<file path="src/rtl/rsa_modular_exponentiation_macros.svh">
// Assertion macros used by the modular multiplier of the modular exponentiation RTL.
`ifndef RSA_MODULAR_EXPONENTIATION_MACROS_SVH
`define RSA_MODULAR_EXPONENTIATION_MACROS_SVH

// Same-cycle implication, checked on i_clk outside reset.
`define RME_ASSERT_NOW(label, ante, cons, msg) \
    label: assert property (@(posedge i_clk) disable iff (!i_rst_n) \
        (ante) |-> (cons)) else $error(msg);

// Next-cycle implication, checked on i_clk outside reset.
`define RME_ASSERT_NEXT(label, ante, cons, msg) \
    label: assert property (@(posedge i_clk) disable iff (!i_rst_n) \
        (ante) |=> (cons)) else $error(msg);

`endif

</file>
<file path="src/rtl/rme_pkg.sv">
// Package: sizes, register indexes and beat types of the modular exponentiation block.
`default_nettype none
package rme_pkg;
    localparam int WORD_BITS    = 31;
    localparam int EXP_BITS     = 32;
    localparam int CFG_IDX_BITS = 2;
    localparam int CFG_DATA_BITS = 32;
    localparam int MM_CNT_BITS  = $clog2(WORD_BITS + 1);

    // Configuration register indexes
    localparam logic [CFG_IDX_BITS-1:0] REG_EXPONENT = CFG_IDX_BITS'(0);
    localparam logic [CFG_IDX_BITS-1:0] REG_MODULUS  = CFG_IDX_BITS'(1);

    localparam logic [EXP_BITS-1:0]  EXP_RESET = EXP_BITS'(65537);
    localparam logic [WORD_BITS-1:0] MOD_RESET = WORD_BITS'(1);

    typedef struct packed {
        logic [WORD_BITS-1:0] message_value;
        logic                 last_in;
    } t_in_beat;

    typedef struct packed {
        logic [WORD_BITS-1:0] result_value;
        logic                 last_out;
    } t_out_beat;
endpackage
`default_nettype wire

</file>
<file path="src/rtl/rme_modmul.sv">
// Bit-serial interleaved modular multiplier: one multiplier bit per cycle, MSB first.
`default_nettype none
`include "rsa_modular_exponentiation_macros.svh"
module rme_modmul (
    input  wire logic                          i_clk,
    input  wire logic                          i_rst_n,
    input  wire logic                          i_start,
    input  wire logic [rme_pkg::WORD_BITS-1:0] i_x,
    input  wire logic [rme_pkg::WORD_BITS-1:0] i_y,
    input  wire logic [rme_pkg::WORD_BITS-1:0] i_n,
    output logic                               o_done,
    output logic [rme_pkg::WORD_BITS-1:0]      o_prod
);
    localparam int WB = rme_pkg::WORD_BITS;
    localparam int CB = rme_pkg::MM_CNT_BITS;

    logic [WB-1:0] r_acc, n_acc;
    logic [WB-1:0] r_x;
    logic [WB-1:0] r_y;
    logic [CB-1:0] r_cnt;
    logic          r_busy;
    logic          r_done;

    logic [WB:0] dbl, dbl_red, sum, sum_red, n_ext;

    // acc = (2*acc + ybit*x) mod n; acc, x < n so each half needs one subtract
    always_comb begin
        n_ext   = {1'b0, i_n};
        dbl     = {r_acc, 1'b0};
        dbl_red = (dbl >= n_ext) ? (dbl - n_ext) : dbl;
        sum     = dbl_red + (r_y[WB-1] ? {1'b0, r_x} : '0);
        sum_red = (sum >= n_ext) ? (sum - n_ext) : sum;
        n_acc   = sum_red[WB-1:0];
    end

    // Payload: accumulator and operand shift register
    always_ff @(posedge i_clk) begin
        if (i_start) begin
            r_acc <= '0;
            r_x   <= i_x;
            r_y   <= i_y;
        end else if (r_busy) begin
            r_acc <= n_acc;
            r_y   <= {r_y[WB-2:0], 1'b0};
        end
    end

    // Step counter and done pulse
    always_ff @(posedge i_clk) begin
        if (!i_rst_n) begin
            r_busy <= 1'b0;
            r_done <= 1'b0;
            r_cnt  <= '0;
        end else begin
            r_done <= 1'b0;
            if (i_start) begin
                r_busy <= 1'b1;
                r_cnt  <= '0;
            end else if (r_busy) begin
                r_cnt <= r_cnt + CB'(1);
                if (r_cnt == CB'(WB - 1)) begin
                    r_busy <= 1'b0;
                    r_done <= 1'b1;
                end
            end
        end
    end

    assign o_done = r_done;
    assign o_prod = r_acc;

    `RME_ASSERT_NOW(a_acc_reduced, r_busy, r_acc < i_n, "accumulator not below modulus")
    `RME_ASSERT_NOW(a_no_restart, i_start, !r_busy, "start while a product is in progress")
    `RME_ASSERT_NEXT(a_done_pulse, r_done, !r_done, "done held longer than one cycle")
endmodule
`default_nettype wire

</file>
<file path="src/rtl/rsa_modular_exponentiation.sv">
// With a modulus of 0 or 1 the sequencer goes from idle to the output state with a result of 0.
// Otherwise a product reduces the word, then each exponent bit up to the highest set one
// takes a square, or a multiply and a square; the top set bit skips its square. One word
// is in flight; a result waits in an output register. Synchronous active-low reset sets
// exponent 65537 and modulus 1.
`default_nettype none
module rsa_modular_exponentiation (
    input  wire logic                              i_clk,
    input  wire logic                              i_rst_n,
    input  wire logic                              i_in_valid,
    output logic                                   o_in_ready,
    input  wire rme_pkg::t_in_beat                 i_in_beat,
    output logic                                   o_out_valid,
    input  wire logic                              i_out_ready,
    output rme_pkg::t_out_beat                     o_out_beat,
    input  wire logic                              i_cfg_valid,
    output logic                                   o_cfg_ready,
    input  wire logic [rme_pkg::CFG_IDX_BITS-1:0]  i_cfg_index,
    input  wire logic [rme_pkg::CFG_DATA_BITS-1:0] i_cfg_data
);
    localparam int WB = rme_pkg::WORD_BITS;
    localparam int EB = rme_pkg::EXP_BITS;

    localparam logic [2:0] ST_IDLE = 3'd0;
    localparam logic [2:0] ST_RED  = 3'd1;
    localparam logic [2:0] ST_BIT  = 3'd2;
    localparam logic [2:0] ST_MUL  = 3'd3;
    localparam logic [2:0] ST_SQR  = 3'd4;
    localparam logic [2:0] ST_OUT  = 3'd5;

    logic [2:0]          r_state, n_state;
    logic [EB-1:0]       r_exponent;
    logic [WB-1:0]       r_modulus;
    logic [WB-1:0]       r_base, n_base;
    logic [WB-1:0]       r_acc, n_acc;
    logic [EB-1:0]       r_exp, n_exp;
    logic                r_last, n_last;
    logic                r_out_valid, n_out_valid;
    rme_pkg::t_out_beat  r_out, n_out;

    logic          mm_start, mm_done;
    logic [WB-1:0] mm_x, mm_y, mm_prod;
    logic          in_acc;

    assign in_acc      = i_in_valid && o_in_ready;
    assign o_in_ready  = (r_state == ST_IDLE);
    assign o_cfg_ready = 1'b1;
    assign o_out_valid = r_out_valid;
    assign o_out_beat  = r_out;

    // Configuration registers
    always_ff @(posedge i_clk) begin
        if (!i_rst_n) begin
            r_exponent <= rme_pkg::EXP_RESET;
            r_modulus  <= rme_pkg::MOD_RESET;
        end else if (i_cfg_valid) begin
            unique case (i_cfg_index)
                rme_pkg::REG_EXPONENT: r_exponent <= i_cfg_data[EB-1:0];
                rme_pkg::REG_MODULUS:  r_modulus  <= i_cfg_data[WB-1:0];
                default: ;
            endcase
        end
    end

    // Sequencer: reduce, then right-to-left square and multiply
    always_comb begin
        n_state     = r_state;
        n_base      = r_base;
        n_acc       = r_acc;
        n_exp       = r_exp;
        n_last      = r_last;
        n_out_valid = r_out_valid && !i_out_ready;
        n_out       = r_out;
        mm_start    = 1'b0;
        mm_x        = r_base;
        mm_y        = r_base;
        unique case (r_state)
            ST_IDLE: begin
                if (in_acc) begin
                    n_last = i_in_beat.last_in;
                    n_exp  = r_exponent;
                    if (r_modulus <= WB'(1)) begin
                        n_acc   = '0;
                        n_state = ST_OUT;
                    end else begin
                        mm_start = 1'b1;
                        mm_x     = WB'(1);
                        mm_y     = i_in_beat.message_value;
                        n_state  = ST_RED;
                    end
                end
            end
            ST_RED: begin
                if (mm_done) begin
                    n_base  = mm_prod;
                    n_acc   = WB'(1);
                    n_state = ST_BIT;
                end
            end
            ST_BIT: begin
                if (r_exp == '0) begin
                    n_state = ST_OUT;
                end else if (r_exp[0]) begin
                    mm_start = 1'b1;
                    mm_x     = r_acc;
                    n_state  = ST_MUL;
                end else begin
                    mm_start = 1'b1;
                    n_state  = ST_SQR;
                end
            end
            ST_MUL: begin
                if (mm_done) begin
                    n_acc = mm_prod;
                    // no higher exponent bit left: the square is not needed
                    if (r_exp[EB-1:1] == '0) begin
                        n_state = ST_OUT;
                    end else begin
                        mm_start = 1'b1;
                        n_state  = ST_SQR;
                    end
                end
            end
            ST_SQR: begin
                if (mm_done) begin
                    n_base  = mm_prod;
                    n_exp   = {1'b0, r_exp[EB-1:1]};
                    n_state = ST_BIT;
                end
            end
            ST_OUT: begin
                if (!r_out_valid || i_out_ready) begin
                    n_out_valid        = 1'b1;
                    n_out.result_value = r_acc;
                    n_out.last_out     = r_last;
                    n_state            = ST_IDLE;
                end
            end
            default: n_state = ST_IDLE;
        endcase
    end

    // Control state
    always_ff @(posedge i_clk) begin
        if (!i_rst_n) begin
            r_state     <= ST_IDLE;
            r_out_valid <= 1'b0;
        end else begin
            r_state     <= n_state;
            r_out_valid <= n_out_valid;
        end
    end

    // Payload registers
    always_ff @(posedge i_clk) begin
        r_base <= n_base;
        r_acc  <= n_acc;
        r_exp  <= n_exp;
        r_last <= n_last;
        r_out  <= n_out;
    end

    rme_modmul u_modmul (
        .i_clk   (i_clk),
        .i_rst_n (i_rst_n),
        .i_start (mm_start),
        .i_x     (mm_x),
        .i_y     (mm_y),
        .i_n     (r_modulus),
        .o_done  (mm_done),
        .o_prod  (mm_prod)
    );
endmodule
`default_nettype wire
</file>
<file path="config.mk">
export PLATFORM = sky130hd
export DESIGN_NAME = rsa_modular_exponentiation
export DESIGN_NICKNAME = d
export VERILOG_FILES = /design/src/rtl/rme_pkg.sv /design/src/rtl/rme_modmul.sv /design/src/rtl/rsa_modular_exponentiation.sv
export VERILOG_INCLUDE_DIRS = /design/src /design/src/rtl
export SDC_FILE = /design/constraint.sdc
export NUM_CORES = 1
export LEC_CHECK = 0
export BUFFER_PORTS_ARGS = -buffer_cell sky130_fd_sc_hd__buf_4
export CAP_MARGIN = 20
export CORE_MARGIN = 5
export CORE_UTILIZATION = 35
export CTS_CLUSTER_DIAMETER = 120
export CTS_CLUSTER_SIZE = 14
export DETAILED_ROUTE_END_ITERATION = 8
export GPL_TIMING_DRIVEN = 0
export SYNTH_ARGS = -nofsm -noshare
export SYNTH_HDL_FRONTEND = slang
export SYNTH_HIERARCHICAL = 1
export SYNTH_SLANG_ARGS = --single-unit
export TNS_END_PERCENT = 10
</file>
<file path="constraint.sdc">
create_clock -name i_clk -period 8.06 [get_ports i_clk]
set_clock_uncertainty 0.2 [all_clocks]
set_input_delay 0.806 -clock i_clk [delete_from_list [all_inputs] [get_ports i_clk]]
set_output_delay 0.806 -clock i_clk [all_outputs]
set_load 0.01 [all_outputs]
</file>
==> results.rst, run 1 <==
.. list-table::
   :header-rows: 1

   * - Metric
     - Value
   * - Critical Setup Path Class
     - flop to flop
   * - Placer congestion estimate
     - 0.928
   * - Routed wirelength normalized by instance count
     - approximately 19 um
   * - Iteration count of the initial detailed-routing pass
     - 8
   * - Fin util
     - 40.9%
   * - Post-Route WL
     - a little under 50 mm
   * - Arrival time of the worst setup path
     - 7960 ps
   * - Count of endpoints failing hold in the final timing report
     - 0
   * - Die Span X
     - 233 um
   * - TritonCTS clock tree
     - yes
   * - Worst Max-Slew Pin Slew
     - 1100 ps
   * - Post-synthesis share of cell area spent on and, or, nand and nor gates
     - 15.3%
   * - XOR/XNOR share of the synthesized area
     - roughly 4.3%
   * - Maximum root-to-sink buffer count
     - 3
   * - Latest clock arrival within the worst-skew pair
     - 540 ps
   * - Post-synthesis instance total
     - 1755
   * - Main combinational cell family by area after synthesis
     - compound AO/OA/AOI/OAI gates
   * - Post-synthesis average cell area
     - ~9.9 um2
   * - Final worst path period need
     - 7710 ps
   * - Tightest hold margin
     - 223 ps
   * - Final setup fails
     - 0
   * - Detailed Place HPWL
     - 39.2 mm
   * - Number of nets in the synthesized netlist
     - between 1.5k and 2k
   * - Area of the core
     - roughly 50000 um2
   * - Number of enable flip-flop cells after synthesis
     - 189
   * - Status
     - finished clean
   * - Final number of max-transition violations
     - 0
   * - Maximum number of pins on one net before global-route repair
     - 32
   * - Global-route wire length before repair
     - 75.1 mm
   * - Chip Height
     - about 230 um
   * - Max-Cap Viols
     - 0
   * - Primary FF master, synth
     - sky130_fd_sc_hd__edfxtp_1
   * - Cts bufs inserted
     - 24
   * - Post-Syn Area
     - 17300 um2
   * - Seq cells post-synth
     - approximately 300
   * - Residual DRC count
     - 0
   * - Highest attainable clock frequency
     - between 100 and 150 MHz
   * - Die Footprint
     - about 54000 um2
   * - Setup WS pre-CTS
     - -523 ps
   * - Crit path launch type
     - flop
   * - Final period utilization
     - 95.7%
   * - Layout overhead on the synthesized area
     - 15.6%
   * - Post-detailed-route via-to-cell ratio
     - 5.21
   * - IO Pins
     - roughly 110
   * - Cell with the largest stage delay on the worst path
     - sky130_fd_sc_hd__a311o_1
   * - Clock transition at the register clock pins on the worst setup and hold paths after CTS
     - 70 ps
   * - Number of input and output port buffers inserted
     - 104
   * - Total Nets Final
     - 2068
   * - Tightest slew margin relative to the limit
     - 26.9%
   * - Multiplexer area fraction after synthesis
     - 7.61%
   * - Delay contributed by the slowest stage of the critical path
     - 370 ps
   * - Area share of fa/ha/maj cells after synthesis
     - 7.20%
   * - Kind of end point of the critical path
     - flop
   * - Clock H-tree levels
     - 1
   * - Vias in the first global route
     - 13.3k
   * - Initial Util
     - 35.4%
   * - Worst Path Max Fanout
     - 10
   * - Share of async-settable or async-resettable flops after synthesis
     - 0%
   * - Remaining global-route overflow
     - 0
   * - Fraction of the mapped netlist area in compound gates
     - 16.6%
   * - Fin worst setup slack
     - 346 ps
   * - Number of DRC markers in iteration 0
     - 754
   * - Num rows
     - 81
   * - Number of unique standard cell types used by synthesis
     - 86
   * - Number of sinks handled by clock tree synthesis
     - between 200 and 300
   * - Proportion of synthesized chip area in sequential cells
     - 44.9%
   * - Aggregate global-route resource usage
     - between 15 and 20%
   * - Placed standard-cell area
     - about 19000 um2
   * - Hold/Removal Path Class
     - flop to flop
   * - Number of diodes added for antenna fixing
     - 0
   * - Critical Path RT
     - slightly above 8000 ps
   * - Total number of yosys warnings
     - 6
   * - Vias after detailed routing
     - 13.4k
   * - Fraction of final layout cells with drive strength greater than 1
     - 16.4%
   * - Clock Tree Root
     - sky130_fd_sc_hd__clkbuf_16
   * - Final Cell Area
     - 20000 um2
   * - ANT nets after route
     - 0
   * - Number of antenna violations at the first check in global routing
     - 0
[state kept, by name (all words and copies together) (netlist names), 3 cells and up]
register	flops
o_out_beat	32
r_acc	31
r_base	31
r_exp	32
r_exponent	32
r_modulus	31
r_state	3
u_modmul/o_prod	31
u_modmul/r_cnt	5
u_modmul/r_x	31
u_modmul/r_y	31
[worst paths after layout]
path	startpoint	end	slack [ps]	cells past startpoint
setup reg to reg	r_modulus[19]	u_modmul/o_prod[0]	350	33
hold reg to reg	r_last	o_out_beat[0]	220	0
setup / recovery	r_modulus[19]	u_modmul/o_prod[0]	350	33
hold / removal	r_last	o_out_beat[0]	220	0
[cells in the final DEF, fill, tap and decap left out, types with 7 or more instances in the layout]
cell type and n:
sky130_fd_sc_hd__nor2_1 85, sky130_fd_sc_hd__nor4_1 21, sky130_fd_sc_hd__mux2_2 90, sky130_fd_sc_hd__o211ai_1 8
sky130_fd_sc_hd__xor2_1 30, sky130_fd_sc_hd__clkbuf_1 66, sky130_fd_sc_hd__and2_1 36, sky130_fd_sc_hd__edfxtp_1 189
sky130_fd_sc_hd__nand4_1 20, sky130_fd_sc_hd__buf_4 116, sky130_fd_sc_hd__o21a_1 13, sky130_fd_sc_hd__dfxtp_1 102
sky130_fd_sc_hd__clkbuf_16 25, sky130_fd_sc_hd__nand2b_1 18, sky130_fd_sc_hd__and3_1 38, sky130_fd_sc_hd__xnor2_1 53
sky130_fd_sc_hd__o21bai_1 13, sky130_fd_sc_hd__mux2_4 7, sky130_fd_sc_hd__inv_1 79, sky130_fd_sc_hd__nand3_1 28
sky130_fd_sc_hd__ha_1 94, sky130_fd_sc_hd__nor3_1 17, sky130_fd_sc_hd__a21boi_0 65, sky130_fd_sc_hd__mux2i_1 20
sky130_fd_sc_hd__a21o_1 27, sky130_fd_sc_hd__a21oi_1 114, sky130_fd_sc_hd__a211oi_1 30, sky130_fd_sc_hd__a31oi_1 9
sky130_fd_sc_hd__nand2_1 265, sky130_fd_sc_hd__o21ai_0 81, sky130_fd_sc_hd__buf_6 9
[kinds of logic (layout without fill, tap and decap cells)]
logic type | Yosys count | count (layout)
AOI/OAI and AO/OA | 433 | 433
xor gates and xnor gates | 86 | 86
adders and majority gates | 98 | 98
buffers and inverters | 162 | 322
DFF | 294 | 294
muxes | 117 | 117
other | 1 | 1
and+or+nand+nor | 564 | 564
[critical path: cells and delay by family (launching register included)]
family | cells | cell delay [ps]
AOI/OAI and AO/OA | 18 | 3580
muxes | 1 | 350
xor gates and xnor gates | 1 | 230
and+or+nand+nor | 5 | 890
DFF | 1 | 360
buffers and inverters | 5 | 970
adders and majority gates | 3 | 1020
[per-stage QoR]
| step | std cells | setup TNS (ps) |
|---|---|---|
| global placement | 2523 | -55710 |
| global route | 2579 | -10.4 |
| floorplan | 1755 | 0 |
| detailed placement | 2533 | -12350 |
| finish | 2579 | 0 |
| CTS | 2575 | 0 |
[layer usage]
metal	vias up	track usage [%]	wire, um
met3	71	2.12	2330
met5	-	0	0
met1	6331	25.0	23300
li1	6653	-	-
met2	378	28.9	22300
met4	0	4.74	1440
[synthesized netlist by cell type, drive strengths merged, types with 3 or more instances]
cell type	n	area, um2
and2	36	225
nand4	20	125
a41oi	6	52.6
o221ai	4	35.0
nor2	86	325
nand2b	18	113
mux2i	20	200
a211o	4	35.0
dfxtp	105	2100
a311oi	3	26.3
nor4	22	138
xor2	30	263
edfxtp	189	5680
and3	38	238
o311ai	4	35.0
nor3b	3	27.5
o31ai	3	27.5
o21ai	87	435
mux2	97	1120
a311o	4	40.0
inv	80	300
o21bai	13	97.6
a21o	27	203
and4	5	43.8
or2	3	18.8
clkbuf	57	214
a221oi	5	50.0
nor2b	7	43.8
nor3	22	138
buf	24	189
a2111oi	3	45.1
a21oi	121	643
xnor2	56	490
a21boi	65	488
ha	95	1190
nand2	268	1010
o21a	13	97.6
a211oi	32	245
nand3	28	140
o31a	4	35.0
a31oi	11	68.8
o211ai	9	72.6
fa	3	60.1
[area by class of cell]
cell class                 instances  area [um2]
inverter                          81         308
fill                            4839       28900
clock buffer                      42         689
tap                              664         831
buffer                            79         410
multi-input combinational       1299        9020
timing repair buffer             120         997
sequential                       294        7780
[repair_timing]
item | in CTS | in global routing
pin swaps | 0 | 6
gates resized for setup | 10 | 32
hold buffers | 0 | 0
endpoints found under the setup margin | 31 | 31
setup buffers | 0 | 6
Power of run 1 is left out: the tool's default activity adds up to more than one toggle a clock period on the data nets, which glitch-free logic cannot reach.
==> inputs of run 2 (changes only) <==
--- a/config.mk
+++ b/config.mk
@@ -12,2 +12,3 @@
 export CORE_UTILIZATION = 35
+export CTS_BUF_LIST = sky130_fd_sc_hd__clkbuf_16
 export CTS_CLUSTER_DIAMETER = 120
@@ -15,3 +16,2 @@
 export DETAILED_ROUTE_END_ITERATION = 8
-export GPL_TIMING_DRIVEN = 0
 export SYNTH_ARGS = -nofsm -noshare
==> constraint.sdc (replaced) <==
create_clock -name i_clk -period 8.06 [get_ports i_clk]
set_clock_uncertainty 0.2 [all_clocks]
set_input_delay 0.403 -clock i_clk [delete_from_list [all_inputs] [get_ports i_clk]]
set_output_delay 0.403 -clock i_clk [all_outputs]
set_load 0.01 [all_outputs]
==> results.rst, run 2 (same netlist as run 1, synthesis figures left out) <==
.. list-table::
   :header-rows: 1

   * - Metric
     - Value
   * - TritonCTS clock tree
     - yes
   * - Die Footprint
     - around 54000 um2
   * - Placed standard-cell area
     - 19400 um2
   * - Kind of end point of the critical path
     - flop
   * - Cell with the largest stage delay on the worst path
     - sky130_fd_sc_hd__dfxtp_1
   * - Maximum root-to-sink buffer count
     - 3
   * - ANT nets after route
     - 0
   * - Terminating pin of the worst hold path
     - r_last
   * - Iteration count of the initial detailed-routing pass
     - 7
   * - Start point of the worst hold path
     - i_in_valid
   * - Tightest slew margin relative to the limit
     - 32.0%
   * - Number of antenna violations at the first check in global routing
     - 0
   * - Most prevalent standard cell on the critical path
     - sky130_fd_sc_hd__a21oi_1
   * - Post-Route WL
     - 48.1 mm
   * - Clock Tree Root
     - sky130_fd_sc_hd__clkbuf_16
   * - Cts bufs inserted
     - 24
   * - Reg-to-reg startpoint
     - r_modulus[0]
   * - Post-detailed-route via-to-cell ratio
     - around 5.2
   * - Maximum number of pins on one net before global-route repair
     - 70
   * - Aggregate global-route resource usage
     - 17.4%
   * - Worst r2r path cells
     - 32
   * - Delay contributed by the slowest stage of the critical path
     - 490 ps
   * - Detailed Place HPWL
     - 36.2 mm
   * - Dominant delay contributor by cell family on the critical path
     - compound AO/OA/AOI/OAI gates
   * - Critical Path RT
     - 8310 ps
   * - Top library cells by usage in the layout, fill and taps aside
     - sky130_fd_sc_hd__nand2_1 (266), sky130_fd_sc_hd__buf_4 (213), sky130_fd_sc_hd__edfxtp_1 (189)
   * - Sum of buffers and inverters on the critical path
     - 2
   * - Number of DRC markers in iteration 0
     - 1002
   * - Critical Setup Path Class
     - flop to flop
   * - Global-route wire length before repair
     - 75.9 mm
   * - Number of input and output port buffers inserted
     - 104
   * - Max-Cap Viols
     - 0
   * - Final setup fails
     - 0
   * - Fraction of final layout cells with drive strength greater than 1
     - 18.8%
   * - Number of diodes added for antenna fixing
     - 0
   * - Residual DRC count
     - 0
   * - Area of the core
     - between 40000 and 50000 um2
   * - Final Cell Area
     - 20500 um2
   * - Final number of max-transition violations
     - 0
   * - Highest attainable clock frequency
     - 133 MHz
   * - Final period utilization
     - 93.0%
   * - Number of sinks handled by clock tree synthesis
     - a little under 300
   * - Remaining global-route overflow
     - 0
   * - IO Pins
     - 106
   * - Final worst path period need
     - 7490 ps
   * - Latest clock arrival within the worst-skew pair
     - between 500 and 600 ps
   * - Layout overhead on the synthesized area
     - 18.2%
   * - Total Nets Final
     - 2117
   * - Worst Max-Slew Pin Slew
     - 1020 ps
   * - Routed wirelength normalized by instance count
     - 18.3 um
   * - Capturing point of the worst reg2reg path
     - u_modmul/o_prod[0]
   * - Vias after detailed routing
     - 13.6k
   * - Count of endpoints failing hold in the final timing report
     - 0
   * - Vias in the first global route
     - roughly 13k
   * - Hold/Removal Path Class
     - input port to flop
   * - Num rows
     - 81
   * - Worst Path Max Fanout
     - 13
   * - Status
     - finished clean
   * - Worst R2R Setup Slack
     - 570 ps
   * - Placer congestion estimate
     - about 0.89
   * - Clock transition at the register clock pins on the worst setup and hold paths after CTS
     - 70 ps
   * - Crit path launch type
     - flop
   * - Chip Height
     - 233 um
   * - Final-layout fill cell count
     - 4761
   * - Leading cell type in the layout, fill and taps excluded
     - sky130_fd_sc_hd__nand2_1
   * - Arrival time of the worst setup path
     - 7740 ps
   * - Die Span X
     - around 230 um
   * - Clock H-tree levels
     - 1
   * - Number of instances on the worst hold path
     - 3
   * - Initial Util
     - 35.4%
run 2: worst max path at each step:
stage	startpoint	endpoint	slack [ps]	cells past startpoint
floorplan	r_modulus[19]	u_modmul/o_prod[0]	1270	33
global placement	r_modulus[24]	u_modmul/o_prod[29]	160	31
detailed placement	r_modulus[26]	u_modmul/o_prod[23]	50	31
CTS	r_modulus[26]	u_modmul/o_prod[0]	200	30
global route	r_modulus[0]	u_modmul/o_prod[0]	-30	32
finish	r_modulus[0]	u_modmul/o_prod[0]	570	32
run 2: tightest hold or removal path, delay by kind of cell:
family / cells / cell delay, ps
simple gates: 1 / 90
buf+inv: 2 / 190
run 2: per-layer routing:
| metal | part of all wire, % | track usage, % | vias up |
|---|---|---|---|
| met1 | 50 | 26.3 | 6465 |
| li1 | - | - | 6742 |
| met2 | 43 | 27.1 | 332 |
| met3 | 4.4 | 2.06 | 52 |
| met5 | 0 | 0 | - |
| met4 | 2.1 | 3.53 | 0 |
run 2: per-stage QoR:
stage | utilization [%] | hold WS, ps | std cells | TNS [ps] | setup WS [ps]
after global routing | 41.9 | 71.2 | 2629 | -31.8 | -31.8
after CTS | 41.7 | 44.1 | 2620 | 0 | 202
after floorplan | - | 200 | 1755 | 0 | 1270
after detailed placement | 39.6 | 216 | 2543 | 0 | 49.9
after global placement | 39.6 | 207 | 2543 | 0 | 163
final | 41.9 | 68.8 | 2629 | 0 | 568
run 2: area by class of cell:
class	instances	area, um2	share of cell area [%]
timing repair buffer	247	1950	9.51
sequential	294	7780	38.0
inverter	81	304	1.48
tap	664	831	4.05
clock buffer	25	626	3.05
clock inverter	18	67.6	0.330
multi-input combinational	1300	8930	43.6
run 2: timing repair:
action,in CTS,in global routing
hold endpoints to repair,63,0
endpoints found under the setup margin,2,30
hold buffers,33,0
setup buffers,0,9
pin swaps,1,2
gates cloned,1,0
resized for setup,0,3
Power of run 2 is left out for the same reason.
